<file path="src/rtl/epm_pkg.sv">
// epm_pkg: shared types and constants of the exact pattern matcher
// no dependencies; imported by the interfaces, the output queue and the top level
`default_nettype none

package epm_pkg;

    // smallest pattern length in use
    localparam int MIN_LEN = 2;

    // field widths fixed by the word formats
    localparam int BYTE_W  = 8;
    localparam int INDEX_W = 5;
    localparam int LEN_W   = 6;
    localparam int POS_W   = 32;

    // item kinds
    localparam logic KIND_LOAD = 1'b0;
    localparam logic KIND_TEXT = 1'b1;

    // configuration port
    localparam int APB_ADDR_W = 3;
    localparam int APB_DATA_W = 32;
    localparam logic REG_PATTERN_LENGTH = 1'b0;

    // output queue
    localparam int OUT_DEPTH = 4;
    localparam int OUT_PTR_W = 2;
    localparam int OUT_CNT_W = 3;

    // one result word
    typedef struct packed {
        logic             match;
        logic [POS_W-1:0] end_position;
    } result_t;

endpackage

`default_nettype wire

</file>
<file path="src/rtl/epm_out_fifo.sv">
// epm_out_fifo: small result queue that decouples the match stage from the sink
// depends on epm_pkg
`default_nettype none

module epm_out_fifo
    import epm_pkg::*;
(
    input  wire logic                 clk,
    input  wire logic                 rst_n,
    input  wire logic                 push,
    input  wire result_t              push_data,
    input  wire logic                 pop,
    output logic                      head_valid,
    output result_t                   head_data,
    output logic [OUT_CNT_W-1:0]      count
);

    result_t                entry_reg [OUT_DEPTH];
    logic [OUT_PTR_W-1:0]   wr_ptr_reg;
    logic [OUT_PTR_W-1:0]   rd_ptr_reg;
    logic [OUT_CNT_W-1:0]   count_reg;
    logic [OUT_CNT_W-1:0]   count_next;
    logic                   do_pop;

    // head of queue
    assign head_valid = (count_reg != '0);
    assign head_data  = entry_reg[rd_ptr_reg];
    assign count      = count_reg;
    assign do_pop     = pop && head_valid;

    // occupancy
    always_comb
    begin
        count_next = count_reg;
        case ({push, do_pop})
            2'b10:   count_next = count_reg + 1'b1;
            2'b01:   count_next = count_reg - 1'b1;
            default: count_next = count_reg;
        endcase
    end

    // pointers and count
    always_ff @(posedge clk or negedge rst_n)
    begin
        if (!rst_n)
        begin
            wr_ptr_reg <= '0;
            rd_ptr_reg <= '0;
            count_reg  <= '0;
        end
        else
        begin
            if (push)
            begin
                wr_ptr_reg <= wr_ptr_reg + 1'b1;
            end
            if (do_pop)
            begin
                rd_ptr_reg <= rd_ptr_reg + 1'b1;
            end
            count_reg <= count_next;
        end
    end

    // storage
    always_ff @(posedge clk)
    begin
        if (push)
        begin
            entry_reg[wr_ptr_reg] <= push_data;
        end
    end

endmodule

`default_nettype wire

</file>
<file path="config.mk">
export PLATFORM = sky130hd
export DESIGN_NAME = epm_out_fifo
export DESIGN_NICKNAME = d
export VERILOG_FILES = /design/src/rtl/epm_pkg.sv /design/src/rtl/epm_out_fifo.sv
export SDC_FILE = /design/constraint.sdc
export NUM_CORES = 1
export LEC_CHECK = 0
export BUFFER_PORTS_ARGS = -buffer_cell sky130_fd_sc_hd__buf_2
export CORE_MARGIN = 2
export CORE_UTILIZATION = 50
export DETAILED_ROUTE_END_ITERATION = 8
export GPL_TIMING_DRIVEN = 1
export PLACE_DENSITY_LB_ADDON = 0.05
export SYNTH_ARGS = -nofsm -noshare
export SYNTH_HDL_FRONTEND = slang
export SYNTH_SLANG_ARGS = --single-unit
</file>
<file path="constraint.sdc">
create_clock -name clk -period 2.2 [get_ports clk]
set_input_delay 0.33 -clock clk [delete_from_list [all_inputs] [get_ports clk]]
set_output_delay 0.33 -clock clk [all_outputs]
set_load 0.005 [all_outputs]
</file>
**Word level (Yosys, flattened, before mapping)**

Memory sizes are Yosys's and may differ from the RTL's.
Index checks and enable logic that the tools add are counted.

- Muxes and demuxes: 3
- Divide/modulo/power cells: 0
- Shifts and indexed selects: 0
- Bitwise operators: 0
- Magnitude comparators: 0
- Multiply operators: 0
- Reductions and logical operators: 3
- Add/sub/neg operators: 4
- Eq/ne operators: 2

Operators by type and width:

| kind | count |
|---|---|
| $pmux 3 s2 | 1 |
| $add 2x1->2 const B | 2 |
| $add 3x1->3 const B | 1 |
| $reduce_bool 3->1 | 1 |
| $sub 3x1->3 const B | 1 |
| $eq 2x1->1 const B | 1 |
| $eq 2x2->1 const B | 1 |
| $mux 1 | 2 |
| $reduce_bool 2->1 | 1 |
| $logic_and 1x1->1 | 1 |

- Bits in latches: 0
- Bits in registers: 7
- Logic and storage cells: 16
- Memory bits (writable): 132
- Output and inout port bits: 37
- Memories kept: 1
- Input bits: 37
- Bits in read-only memories: 0

Memory list:

| memory | words | width | rd ports | clocked after Yosys merged registers in | wr ports | RTL line | source |
|---|---|---|---|---|---|---|---|
| entry_reg | 4 | 33 | 1 | 0 | 1 | epm_out_fifo.sv:18 | `result_t entry_reg [OUT_DEPTH];` |

**Logic depth before layout (Yosys ltp)**

- Word-level depth: 4
- Depth in mapped cells: 7
- Mapped depth without buffers: 7

**Worst setup path after synthesis**

OpenSTA, ideal clock, no wires.

- Kind: register -> register
- Start point: register wr_ptr_reg[0]
- End point: memory entry_reg[0][0] in the netlist's numbering, enable pin
- Period minus slack after synthesis: 1826 ps
- Data arrival time: 1432 ps
- Path slack: 374 ps
- Stages on the path, launching flop included: 4
- Library setup time: 393 ps
- Buffers on the path: 0
- Data required time: 1807 ps
- Cells stage by stage: dfrtp_1 > inv_1 > ha_1 > and2_1

RTL lines:

| element | RTL line | source |
|---|---|---|
| start, declared | epm_out_fifo.sv:19 | `logic [OUT_PTR_W-1:0] wr_ptr_reg;` |
| start signal, assigned | epm_out_fifo.sv:55 | `wr_ptr_reg <= wr_ptr_reg + 1'b1;` |
| end, declared | epm_out_fifo.sv:18 |  |

No word-level cell before the write port.

==> impl_metrics.csv <==
group,metric,value,unit
timing,finalSetupViolations,0,
synth,synth_area_leaders,"edfxtp_1 (76%), mux4_2 (12%), dfrtp_1 (3.4%), mux4_1 (2.5%), ha_1 (1.2%)",
place,io_buffers,73,
die,core_area,10230,sq um
timing,fmax,460.4,MHz
grt,grt_overflow,0,
clocking,root_buffer,"clkbuf_8",
final_layout,diodes,0,
setup_path,worst_path_max_delay_cell,"mux4_2",
timing,whs,33.16,ps
setup_path,path_delay_family,"multiplexers",
setup_path,cp-start-kind,"register",
clocking,cts_buffer_depth,2,
synth,syn-cell-area,5216,sq um
setup_path,end_kind,"primary output",
grt,grt_antenna_before_repair,0,
synth,synth.distinct_cells,19,
run,drv_cap,0,
setup_path,crit_chain,"buf_12, buf_12, mux4_2, buf_2",
die,die_x,106.1,microns
clocking,cts_tree,"done",
final_layout,area_growth,23.39,%
die,num_io_pins,74,
drt,drtIter0Drc,179,
timing,slew_violations,0,
drt,drc,0,
final_layout,drive_above_1_share,0.4579,
timing,min_period,2172,ps
final_layout,largest_reg_flops,132,
final_layout,layoutNonFillerInstCount,457,
synth,ys_seq_area_frac,0.7935,
die,fp.dieH,106.1,microns
place,hpwl,5318,microns
place,place.gp.congestion,0.7044,
clocking,cts_num_sinks,139,
setup_path,timing.critical_path.arrival,1840,ps
pwr,power.density,1350,nW/um^2
synth,synth_most_common_cell,"edfxtp_1",
die,start_util,0.5098,
setup_path,reg2reg_slack,420,ps
grt,grt_pass1_wl,13850,microns
timing,finalSetupTns,0,ps
grt,grt_pass1_vias,2576,
final_layout,nets,351,
drt,routed_wl,8880,microns
setup_path,cpPeakStageDelay,520,ps
synth,synth_edf_count,132,
place,placed_area,5798,sq um
timing,min_period_over_period,0.9874,
pwr,p_leak,0.002297,uW
die,rows,37,
drt,vias_per_cell,5.306,
setup_path,crit_type,"register to primary output",
drt,wl_per_cell,19.43,microns
synth,synth_top_area_share,0.7599,
synth,syn_avg_cell_area,24.96,sq um
hold_path,hold_path.class,"primary input to register",
grt,track_usage,0.1704,
synth,synth_top_cell_by_area,"edfxtp_1",
synth,synth_commonest_cells,"edfxtp_1 (132), mux4_2 (28), dfrtp_1 (7)",
timing,fin_worst_skew,9.064,ps
grt,grt_max_degree,33,
drt,vias,2425,
outcome,status,"completed",
clocking,clock_latency,510,ps
synth,synthCells,209,
die,die_area,11270,sq um
clocking,cts_made_buffers,17,
place,dp.cells,419,
setup_path,cp_num_buf_inv,3,
synth,synth_fp_nets,252,
final_layout,fin_area,6436,sq um
timing,worst_slew_pin_slew,298.5,ps
clocking,h-tree-depth,4,
timing,slew_headroom,0.8010,
timing,rsz0062_at_grt,"true",
synth,ys.warnings.count,0,
clocking,path_clk_slew,60,ps
setup_path,cp_common_cell,"buf_12",
setup_path,crit_path_max_fanout,8,
synth,synth-seq-cells,139,
final_layout,post-route-util,0.6291,
synth,async_flop_share,0.05036,
timing,hold_viol,0,
setup_path,worstPathRequired,1870,ps
synth,ys.flop_type,"edfxtp_1",
pwr,irDropWorstVdd,0.6944,mV
drt,first_pass_iters,4,
drt,drtAntennaViolNets,0,
## cells by family after synthesis
| group | Yosys count | share of synthesized area |
|---|---|---|
| XOR/XNOR | 6 | 0.01007 |
| flip-flops | 139 | 0.7935 |
| multiplexers | 34 | 0.1480 |
| AND/OR/NAND/NOR | 8 | 0.008155 |
| buffers and inverters | 14 | 0.02183 |
| adder cells (fa/ha/maj) | 6 | 0.01583 |
| AO/OA/AOI/OAI | 2 | 0.002638 |
## cell usage in the layout (no fill, tap or decap)
cell / synthesis / layout
edfxtp_1: 132 / 132
buf_2: 4 / 72
mux4_2: 28 / 32
clkbuf_16: 0 / 16
clkbuf_1: 0 / 8
buf_12: 3 / 7
inv_1: 6 / 6
ha_1: 5 / 5
clkbuf_8: 0 / 5
dfrtp_1: 7 / 5
and2_2: 0 / 4
xor2_1: 4 / 4
buf_4: 0 / 3
xnor2_1: 2 / 2
nand2_1: 2 / 2
dlygate4sd3_1: 0 / 2
buf_6: 1 / 2
o31a_1: 1 / 1
mux4_1: 5 / 1
or3_1: 1 / 1
mux2i_1: 1 / 1
o21ai_0: 1 / 1
nor2_1: 1 / 1
fa_1: 1 / 1
clkinv_1: 0 / 1
clkinv_2: 0 / 1
bufinv_16: 0 / 1
buf_16: 0 / 1
dfrtp_2: 0 / 1
dfrtp_4: 0 / 1
buf_8: 0 / 1
## through the flow
stage | setup slack, ps | total power (uW)
2_1_floorplan | 374.4 | 5148
3_3_place_gp | 339.6 | 5992
3_5_place_dp | 333.1 | 6025
4_1_cts | -26.81 | 8769
5_1_grt | -38.07 | 9129
6_report | 27.76 | 8686
## power breakdown
part,leakage [uW],switching (uW),internal (uW)
sequential,0.00129,215,3480
clock,0.000262,931,1610
combinational,0.000743,1090,1350
total,0.00230,2230,6450
## worst register-to-register path, stage by stage (launching register included)
cell and delay, ps:
dfrtp_1 410, o31a_1 240, ha_1 210, inv_1 60, fa_1 370, xor2_1 150
nor2_1 120, xor2_1 160
## area by class of cell
type,count,area [sq um]
inverters,6,22.52
clock buffers,29,499.2
clock inverters,3,38.79
flip-flops and latches,139,4144
well taps,136,170.2
repair buffers,88,608.1
multi-input cells,56,953.4
fillers,736,3795
## layer usage
layer | track usage | vias to the layer above | wire length (microns)
li1 | - | 1071 | -
met1 | 0.2207 | 1280 | 3786
met2 | 0.2688 | 63 | 4552
met5 | 0 | - | 0
met3 | 0.06131 | 11 | 457
met4 | 0.06203 | 0 | 83
## what timing repair did
action                                  in CTS  in global routing
gates cloned                                 1                  0
gates resized for setup                      6                  7
hold endpoints to repair                     9                  0
endpoints found under the setup margin      31                 17
hold buffers                                 2                  0
buffers inserted                             3                  0
## final timing paths
check | from | to | depth (start not counted)
worst max-delay path | rd_ptr_reg[0] | head_data[11] | 4
max in group asynchronous | rst_n | rd_ptr_reg[1] | 2
worst min-delay path | push_data[28] | entry_reg[3][28] | 1
worst min register to register | count[2] | count[2] | 1
min in group asynchronous | rst_n | wr_ptr_reg[1] | 2
worst max register to register | count[0] | count[2] | 7
(Power assumes the default switching activity.)
